===== config.mk =====
export PLATFORM = sky130hd
export DESIGN_NAME = swd_arith
export DESIGN_NICKNAME = d
export VERILOG_FILES = /design/src/rtl/core/shallow_water_cell_diagnostics_assert.svh /design/src/rtl/core/swd_pkg.sv /design/src/rtl/core/swd_arith.sv
export SDC_FILE = /design/constraint.sdc
export NUM_CORES = 1
export LEC_CHECK = 0
export ABC_AREA = 1
export BUFFER_PORTS_ARGS = -buffer_cell sky130_fd_sc_hd__clkbuf_2
export CORE_MARGIN = 2
export CORE_UTILIZATION = 50
export CTS_CLUSTER_SIZE = 28
export DETAILED_ROUTE_END_ITERATION = 7
export PLACE_DENSITY = 0.78
export SLEW_MARGIN = 20
export SYNTH_ARGS = -nofsm -noshare
export SYNTH_HDL_FRONTEND = slang
export SYNTH_SLANG_ARGS = --single-unit

===== constraint.sdc =====
create_clock -name clk -period 9.15 [get_ports clk]
set_clock_uncertainty 0.05 [all_clocks]
set_input_delay 1.3725 -clock clk [delete_from_list [all_inputs] [get_ports clk]]
set_output_delay 1.3725 -clock clk [all_outputs]
set_load 0.05 [all_outputs]

===== src/rtl/core/shallow_water_cell_diagnostics_assert.svh =====
// ----------------------------------------------------------------------------
// shallow_water_cell_diagnostics_assert
// Assertion macros shared by the cell diagnostics block.
// ----------------------------------------------------------------------------
`ifndef SHALLOW_WATER_CELL_DIAGNOSTICS_ASSERT_SVH
`define SHALLOW_WATER_CELL_DIAGNOSTICS_ASSERT_SVH
`define SWD_ASSERT_IMP(lbl, a, c) \
    lbl: assert property (@(posedge clk) disable iff (!rst_n) (a) |-> (c)) \
        else $error("lbl");
`define SWD_ASSERT_NXT(lbl, a, c) \
    lbl: assert property (@(posedge clk) disable iff (!rst_n) (a) |=> (c)) \
        else $error("lbl");
`endif


===== src/rtl/core/swd_pkg.sv =====
// ----------------------------------------------------------------------------
// swd_pkg
// Shared constants and types for the cell diagnostics block.
// ----------------------------------------------------------------------------
package swd_pkg;
    localparam int MAX_WIDTH_DEF  = 1024;
    localparam int MAX_HEIGHT_DEF = 1024;
    localparam logic [30:0] SAT31 = 31'h7FFF_FFFF;
    localparam logic [1:0] REG_WIDTH   = 2'd0;
    localparam logic [1:0] REG_HEIGHT  = 2'd1;
    localparam logic [1:0] REG_GRAVITY = 2'd2;
    localparam logic [1:0] REG_DRY     = 2'd3;

    typedef struct packed {
        logic        start;
        logic        is_div;
        logic [63:0] num;
        logic [63:0] den;
    } ar_req_t;

    typedef struct packed {
        logic        done;
        logic [63:0] res;
    } ar_rsp_t;
endpackage


===== src/rtl/core/swd_arith.sv =====
// ----------------------------------------------------------------------------
// swd_arith
// Shared restoring divider and bit-pair square root, one step per cycle.
// ----------------------------------------------------------------------------
module swd_arith
    import swd_pkg::*;
(
    input  logic    clk,
    input  logic    rst_n,
    input  ar_req_t req,
    output ar_rsp_t rsp
);
    logic        busy_reg;
    logic        done_reg;
    logic        div_reg;
    logic [6:0]  cnt_reg;
    logic [63:0] x_reg, res_reg, den_reg, bit_reg;
    logic [63:0] rem_reg;
    logic [64:0] trial;
    logic [63:0] rb;

    assign rsp = '{done: done_reg, res: res_reg};
    assign rb = res_reg + bit_reg;
    assign trial = {rem_reg, x_reg[63]} - {1'b0, den_reg};

    always_ff @(posedge clk or negedge rst_n)
    begin
        if (!rst_n)
        begin
            busy_reg <= 1'b0;
            done_reg <= 1'b0;
            cnt_reg  <= '0;
        end
        else
        begin
            done_reg <= 1'b0;
            if (req.start)
            begin
                busy_reg <= 1'b1;
                div_reg  <= req.is_div;
                cnt_reg  <= req.is_div ? 7'd64 : 7'd32;
                x_reg    <= req.num;
                den_reg  <= req.den;
                rem_reg  <= '0;
                res_reg  <= '0;
                bit_reg  <= 64'h4000_0000_0000_0000;
            end
            else if (busy_reg)
            begin
                if (div_reg)
                begin
                    x_reg <= {x_reg[62:0], 1'b0};
                    if (!trial[64])
                    begin
                        rem_reg <= trial[63:0];
                        res_reg <= {res_reg[62:0], 1'b1};
                    end
                    else
                    begin
                        rem_reg <= {rem_reg[62:0], x_reg[63]};
                        res_reg <= {res_reg[62:0], 1'b0};
                    end
                end
                else
                begin
                    if (x_reg >= rb)
                    begin
                        x_reg   <= x_reg - rb;
                        res_reg <= (res_reg >> 1) + bit_reg;
                    end
                    else
                        res_reg <= res_reg >> 1;
                    bit_reg <= bit_reg >> 2;
                end
                cnt_reg <= cnt_reg - 7'd1;
                if (cnt_reg == 7'd1)
                begin
                    busy_reg <= 1'b0;
                    done_reg <= 1'b1;
                end
            end
        end
    end
endmodule


* After elaboration in Yosys (flattened, before gate mapping)
Index checks and enable logic that the tools add are counted.
** Cells by class
- Eq/ne operators :: 1
- $lt $le $gt $ge :: 1
- Add/sub/neg operators :: 5
- Mux-type cells :: 22
- Reductions and logical operators :: 4
** Operators with widths (count)
- $mux W64 :: 12
- $sub A65 B64 Y65 :: 1
- $add A63 B64 Y64 :: 1
- $add A64 B64 Y64 :: 1
- $ge A64 B64 Y1 :: 1
- $sub A64 B64 Y64 :: 1
- $mux W7 :: 3
- $eq A7 B1 Y1 const B :: 1
- $mux W1 :: 7
- $sub A7 B1 Y7 const B :: 1
- $reduce_and A3 Y1 :: 1
- $reduce_bool A3 Y1 :: 1
- $reduce_and A2 Y1 :: 1
- $reduce_bool A2 Y1 :: 1
** Word-level totals
- Output and inout bits :: 65
- Bits of input ports :: 132
- Bits in registers :: 330

* Logic depth before layout (Yosys ltp)
Gate-level depths: netlist (run 1).
- Depth after elaboration :: 6
- Mapped depth :: 31
- Depth with buffers taken out :: 31

* Worst setup path before layout (run 1)
OpenSTA, ideal clock, no wires.
- Path type :: register to register
- Start point :: register res_reg[1]
- End point :: register x_reg[0], enable pin
- Library setup time :: 418 ps
- Stages on the path, launching flop included :: 29
- Setup slack :: 3324 ps
- Path buffers :: 1
- Arrival time :: 5357 ps
- Cell sequence :: edfxtp_1 inv_1 fa_1 inv_1 nand3_1 nand2_1 a21oi_1 o21ai_0 nand2_1 nand2_1 inv_1 o21ai_0 nand2_1 nand3_1 nand2_1 ha_1 nand2_1 nor2_1 inv_1 nor2_1 nand2_1 nor3_1 nand2_1 nand2_2 buf_2 inv_1 nand3_1 nand3_1 inv_1
** On the way
- Longest elaborated chain between the ends :: 4
** Ends and longest elaborated chain
- from (decl) :: line swd_arith.sv:17 : logic [63:0] x_reg, res_reg, den_reg, bit_reg;
- from (signal assigned) :: line swd_arith.sv:56 : res_reg <= {res_reg[62:0], 1'b1};
- from (signal assigned) :: line swd_arith.sv:61 : res_reg <= {res_reg[62:0], 1'b0};
- from (signal assigned) :: line swd_arith.sv:69 : res_reg <= (res_reg >> 1) + bit_reg;
- $add A64 B64 Y64 :: line swd_arith.sv:23 : assign rb = res_reg + bit_reg;
- $ge A64 B64 Y1 :: line swd_arith.sv:66 : if (x_reg >= rb)
- $reduce_bool A3 Y1 (no line)
- $reduce_and A3 Y1 (no line)
- to (signal assigned) :: line swd_arith.sv:42 : x_reg <= req.num;
- to (signal assigned) :: line swd_arith.sv:52 : x_reg <= {x_reg[62:0], 1'b0};
- to (signal assigned) :: line swd_arith.sv:68 : x_reg <= x_reg - rb;
- to (decl) :: line swd_arith.sv:17
No other way between the ends.
A chain may end at the register's enable or synchronous reset.

* Worst setup path in the final report (run 1)
- Start point :: register bit_reg[12]
- End point :: register x_reg[56], enable pin
** On the way
- Longest elaborated chain between the ends :: 4
** Ends and longest elaborated chain
- from (decl) :: line swd_arith.sv:17
- from (signal assigned) :: line swd_arith.sv:73 : bit_reg <= bit_reg >> 2;
- $add A64 B64 Y64 :: line swd_arith.sv:23
- $ge A64 B64 Y1 :: line swd_arith.sv:66
- $reduce_bool A3 Y1 (no line)
- $reduce_and A3 Y1 (no line)
No other way between the ends.

==> results of run 1 <==
worst paths after layout:
kind,startpoint,endpoint,slack (ps),depth (start not counted)
min reg2reg,cnt_reg[5],cnt_reg[5],500,2
min in group asynchronous,rst_n,cnt_reg[0],820,1
max in group asynchronous,rst_n,busy_reg,6990,2
max,bit_reg[12],x_reg[56],2760,25
min,cnt_reg[5],cnt_reg[5],500,2
max reg2reg,bit_reg[12],x_reg[56],2760,25
layout make-up:
type | count | area [sq um] | area share, %
clock buffer | 47 | 1091 | 2.704
sequential | 330 | 9866 | 24.45
clock inverter | 30 | 289.0 | 0.7164
multi-input combinational | 4523 | 22540 | 55.88
inverter | 1117 | 4194 | 10.40
timing repair buffer | 214 | 1159 | 2.872
antenna | 1 | 2.502 | 0.006203
tap | 959 | 1200 | 2.974
cells by family (layout without fill, tap and decap cells):
kind of cell	after synthesis	in the layout	synth area share [%]
AO/OA/AOI/OAI	929	929	13.38
other	0	1	0
XOR/XNOR	146	146	3.444
AND/OR/NAND/NOR	3188	3188	34.98
buffers and inverters	1249	1408	12.79
flip-flops	330	330	26.57
adder cells (fa/ha/maj)	260	260	8.842
per-layer routing:
layer,wire (microns),vias up,part of all wire (%)
li1,-,19800,-
met1,66180,18770,45
met2,58560,2056,40
met3,18310,225,12
met4,5020,0,3.4
met5,0,-,0
power groups by stage:
| stage | clock, W | sequential [W] | combinational [W] |
|---|---|---|---|
| floorplan | 0 | 0.00238 | 0.00474 |
| global placement | 0 | 0.00226 | 0.00699 |
| detailed placement | 0 | 0.00227 | 0.00700 |
| CTS | 0.00173 | 0.00225 | 0.00704 |
| global route | 0.00179 | 0.00229 | 0.00796 |
| finish | 0.00173 | 0.00226 | 0.00725 |
critical path, stage by stage, from the launching register on:
cell and delay [ps]:
edfxtp_1 460, ha_1 410, nand2_1 150, nor2_1 210
nand2_1 60, o21ai_0 410, a21boi_0 230, o21ai_0 420
nand3_1 200, nand3_1 110, nand2_1 70, ha_1 350
inv_1 70, o21ai_0 250, a21oi_1 140, nand2_1 130
nand2_1 110, a21oi_1 230, nor2_4 40, buf_4 350
nand2_2 170, inv_1 50, nand3_1 60, nand3_1 90
inv_2 540, buf_4 550
synth_stat cells, drive strengths merged:
master   number  area (sq um)
nand2      1886          7127
inv        1112          4174
nor2        682          2597
nand3       479          2415
a21oi       464          2341
edfxtp      321          9639
o21ai       308          1541
ha          256          3203
clkbuf       97         364.1
xnor2        88         770.7
o22ai        64         400.4
nor3         59         310.3
xor2         58         508.0
o21bai       37         277.8
buf          35         191.4
nand4        33         206.5
nand3b       19         142.6
a21o         15         112.6
nor4         15         93.84
a31oi        14         87.58
dfrtp         9         225.2
o21a          9         67.56
a21boi        7         52.55
and3          6         37.54
clkinv        5         18.77
and2          4         25.02
fa            4         80.08
a211oi        3         22.52
o211ai        3         22.52
nand2b        2         12.51
o2111ai       2         17.52
or2           2         12.51
a221oi        1         8.760
o311ai        1         8.760
o31ai         1         7.510
or3b          1         8.760
metrics by stage:
step	hold slack, ps	cells
final	500.8	7221
after floorplan	441.0	6102
after global placement	458.5	7143
after detailed placement	477.7	7143
after CTS	497.1	7220
after global routing	528.3	7220
==> summary.txt, run 1 <==
Yosys
  • Cell area after synthesis: 37130 sq um
  • Syn nets: between 6k and 7k
  • Register bit total from synthesis: 330
  • Synth Instances: 6102
  • Unique masters post-synth: 49
  • Yosys warns: 0
  • Seq/Total Area, Yosys: 26.57%
  • Avg Cell Area, Syn: ~6.1 sq um

Cells and area
  • Leading cell type in the layout, fill and taps excluded: nand2_1
  • Final Cell Area: 40340 sq um
  • Core Util, Final: 55.11%
  • Area delta synth->final: 8.646%
  • Commonest non-fill, non-tap cells in the layout: nand2_1, inv_1, nor2_1
  • Fillcell total: 7593
  • Layout cells sized above 1: 5.303%
  • Nets: 6620

Clock network
  • TritonCTS Buffers: 42
  • Clk sinks: 330
  • Clock latency on the worst-skew pair: 590 ps
  • CTS Root Cell: clkbuf_16
  • CTS clk-pin slew, worst paths: 60 ps
  • Post_cts resized: 0
  • CTS tree: yes
  • CTS max path bufs: 3
  • Post-CTS Hold Buffers: 0
  • Setup bufs post-CTS: 0
  • H-tree depth: 2

Run
  • MaxCap Viol Count: 0

Power and ir drop
  • Power Density: around 280 nW/um^2
  • Clock share of power: around 15%
  • Worst VDD drop: roughly 180 uV
  • Sw frac: 54.03%
  • Net switching power: between 0.006 and 0.007 W
  • Total power: 0.01125 W
  • Seq pwr share: 20.1%
  • Pleak: 20.68 nW
  • Combinational power share: 64.5%
  • Pint: 0.005170 W

Route
  • Drt first-iter violations: 5148
  • DR pass1 iterations: 6
  • Drt wl/cell: 20.51 microns
  • Antenna-violating nets left: 0
  • Via density: 5.657
  • WL final: approximately 150000 microns
  • Via count: 40.85k
  • Drt drc: 0

Placed design
  • Count of buffers from port buffering: 196
  • Place WS: between 2000 and 3000 ps
  • RD Place Congestion: 1.043
  • Dpl hpwl: 120500 microns
  • Post-place instance area: 38960 sq um

GRT
  • Initial antenna violation count: 0
  • M2 GR Usage: 53.34%
  • Tot GR Track Use: 37.62%
  • Grt peak-use layer: met1
  • Total congestion overflow: 0
  • Global-route wire length before repair: about 220000 microns
  • Largest net degree at the start of global routing: 150
  • Met3 global-route usage: 10.52%
  • GR Util met1: 54.80%
  • Number of global-route vias before repair: 37.44k

Outcome
  • Outcome: finished, final reports clean

Floorplanning
  • CORE AREA: 73210 sq um
  • Die Span Y: 276.5 microns
  • Cell row count: about 100
  • Initial core utilization: 50.72%
  • Die Wd: 276.5 microns
  • Ports: 197
  • Die Footprint: ~76000 sq um

Timing
  • Slew @ Worst Pin: 1290 ps
  • Final Hold Fails: 0
  • Final period utilization: between 60% and 70%
  • Fin Setup TNS: 0 ps
  • Final setup viols: 0
  • Rel. slew slack: 14.00%
  • Pins Over Slew Limit: 0
  • Max Clk Rate: 0.1564 GHz
  • Final worst path period need: 6393 ps
  • Unrepaired setup endpoints after global routing: false
  • Final WS setup: between 2000 and 3000 ps

Critical path
  • Crit path DAT: 6560 ps
  • Critical Setup Path Class: reg -> reg
  • Max FO, Critical Path: 60
  • WP data required: 9320 ps
  • Worst setup EP type: register
  • Critical Path Source Type: register

Min path
  • Hold Path Class: reg -> reg
(Power assumes the default switching activity.)
==> run 2, diff against run 1 <==
Settings changed: PLACE_DENSITY 0.78 to 0.81.
Clock period 9.15 ns to 5.2 ns, I/O delays scaled along.
==> run 2 against run 1 <==
  * The flow now finishes with violations (DRC)
  * Critical path depth fell by 1
  * Clock power rose by 71%
  * Total power rose by 80%
  * Maximum frequency rose by 27%
  * Worst hold slack got worse by 210 ps
  * Final cell count rose by 1.3%
  * Via count rose by 0.76%
  * Critical path type unchanged
  * Die area did not move
  * Global-route usage fell by 0.87 points
  * Sequential power rose by 75%
  * Combinational power rose by 83%
  * Core utilization rose by 1.3 points
==> summary.txt, run 2 (same netlist as run 1, synthesis figures left out) <==
Placed design
  • Count of buffers from port buffering: a little under 200
  • RD Place Congestion: 1.024
  • Place WS: approximately 39 ps
  • Post-place instance area: approximately 40000 sq um
  • Dpl hpwl: 119700 microns

Timing
  • Slew @ Worst Pin: 944.0 ps
  • Final setup viols: 0
  • Rel. slew slack: 37.07%
  • Final period utilization: 96.43%
  • Max Clk Rate: 0.1994 GHz
  • Final Hold Fails: 0
  • Pins Over Slew Limit: 0
  • Final worst path period need: between 5000 and 6000 ps
  • Final WS setup: 185.9 ps

Floorplanning
  • Die Footprint: between 70000 and 80000 sq um
  • Die Span Y: between 200 and 300 microns
  • Ports: 197
  • CORE AREA: 73210 sq um
  • Cell row count: 99
  • Die Wd: 276.5 microns
  • Initial core utilization: slightly above 50%

Power and ir drop
  • Worst VDD drop: 259.0 uV
  • Clock share of power: 14.6%
  • Sw frac: 53.28%
  • Pleak: 21.18 nW
  • Pint: 0.009454 W
  • Net switching power: 0.01078 W
  • Power Density: 489.8 nW/um^2
  • Seq pwr share: between 10% and 20%
  • Combinational power share: between 60% and 70%

Min path
  • Hold Path Class: in -> reg
  • Hold Crit Depth: 1
  • Hold Path End: den_reg[47]
  • Hold_sp: req[47]

Cells and area
  • Commonest non-fill, non-tap cells in the layout: nand2_1, inv_1, nor2_1
  • Leading cell type in the layout, fill and taps excluded: nand2_1
  • Area delta synth->final: 11.27%
  • Final Cell Area: about 41000 sq um
  • Layout cells sized above 1: 7.408%
  • Nets: 6718
  • Antenna fix cells: 0

GRT
  • Tot GR Track Use: 36.76%
  • Total congestion overflow: 0
  • Initial antenna violation count: 2
  • Largest net degree at the start of global routing: 138
  • Number of global-route vias before repair: 37.72k
  • Global-route wire length before repair: 218600 microns

Critical path
  • Crit path DAT: 5250 ps
  • RR Startpoint: bit_reg[6]
  • WP data required: between 5000 and 6000 ps
  • Worst R2R Setup Slack: 190 ps
  • Reg2reg path depth: 24
  • Max FO, Critical Path: 26
  • Critical Setup Path Class: reg -> reg
  • FF-to-FF End: res_reg[56]
  • Worst setup EP type: register
  • Critical Path Source Type: register

Outcome
  • Violated checks: DRC
  • Outcome: finished with violations

Clock network
  • Post-CTS Hold Buffers: 0
  • Clk sinks: 330
  • CTS tree: yes
  • TritonCTS Buffers: 41
  • Clock latency on the worst-skew pair: around 600 ps
  • H-tree depth: 2
  • CTS Root Cell: clkbuf_16
  • CTS max path bufs: 3
  • CTS clk-pin slew, worst paths: 60 ps

Route
  • Drt wl/cell: 19.91 microns
  • Via density: 5.625
  • WL final: 145700 microns
  • Antenna-violating nets left: 0
  • DR pass1 iterations: 8
  • Via count: 41.16k
  • Drt drc: 1
  • Drt first-iter violations: between 5k and 6k

Run
  • MaxCap Viol Count: 0
## run 2: cell count changes in the layout (fill, tap and decap cells not counted), sizes merged
cell,previous run,this run
clkinv,23,22
bufinv,5,4
inv,1117,1115
diode,1,0
clkinvlp,2,5
buf,18,117
clkbuf,243,242
## run 2: layout make-up
| type | instances | area [sq um] |
|---|---|---|
| clock buffer | 46 | 1045 |
| clock inverter | 29 | 300.3 |
| fill | 7456 | 31890 |
| inverter | 1117 | 4197 |
| multi-input combinational | 4523 | 22730 |
| sequential | 330 | 9866 |
| tap | 959 | 1200 |
| timing repair buffer | 313 | 1981 |
## run 2: worst max path at each step
stage,start,to,slack [ps]
finish,bit_reg[6],res_reg[56],190
global route,res_reg[4],res_reg[16],-5
CTS,bit_reg[10],res_reg[56],70
detailed placement,bit_reg[10],res_reg[52],40
global placement,bit_reg[10],res_reg[58],-50
floorplan,res_reg[0],x_reg[0],4
## run 2: worst max-delay path, cell delays in order (launching register included)
cell and delay [ps]:
edfxtp_1 530, ha_2 440, nand2_1 90, or2_2 310, nand3_1 150, nand3_1 90
nand2_1 170, nand3_1 110, nand3_1 230, a21oi_1 130, xor2_1 380, ha_1 230
nand2_1 110, nor2_1 150, inv_1 70, nor2_1 140, nand2_1 120, nor3_1 190
nand2_2 130, nand2_2 140, buf_12 200, buf_6 220, nand3_1 130, nand2_1 80
a21oi_1 60
## run 2: routing by layer
metal	track usage (%)	wire length, microns	vias up
li1	-	-	19950
met1	53.44	64550	18790
met3	7.825	16980	228
met5	0	17	-
met2	54.18	59450	2187
met4	11.31	4699	4
## run 2: repair_timing
| item | 4_1_cts | 5_1_grt |
|---|---|---|
| setup endpoints to repair | 4 | 135 |
| hold endpoints to repair | 0 | 0 |
| buffers inserted | 0 | 8 |
| gates resized for setup | 1 | 30 |
## run 2: power by group through the flow
| stage | Sequential, W | Clock (W) | Combinational (W) |
|---|---|---|---|
| 2_1_floorplan | 0.00419 | 0 | 0.00839 |
| 3_3_place_gp | 0.00397 | 0 | 0.0127 |
| 3_5_place_dp | 0.00399 | 0 | 0.0128 |
| 4_1_cts | 0.00394 | 0.00295 | 0.0129 |
| 5_1_grt | 0.00400 | 0.00304 | 0.0145 |
| 6_report | 0.00396 | 0.00295 | 0.0133 |
## run 2: metrics by stage
step	total power, W	TNS (ps)	cells	hold WS [ps]	util (%)
4_1_cts	0.01976	0	7309	274.1	56.20
6_report	0.02024	0	7317	292.6	56.44
3_5_place_dp	0.01678	0	7234	479.1	54.36
5_1_grt	0.02158	-5.133	7317	286.1	56.44
3_3_place_gp	0.01671	-411.5	7234	460.7	54.36
2_1_floorplan	0.01258	0	6102	434.4	-
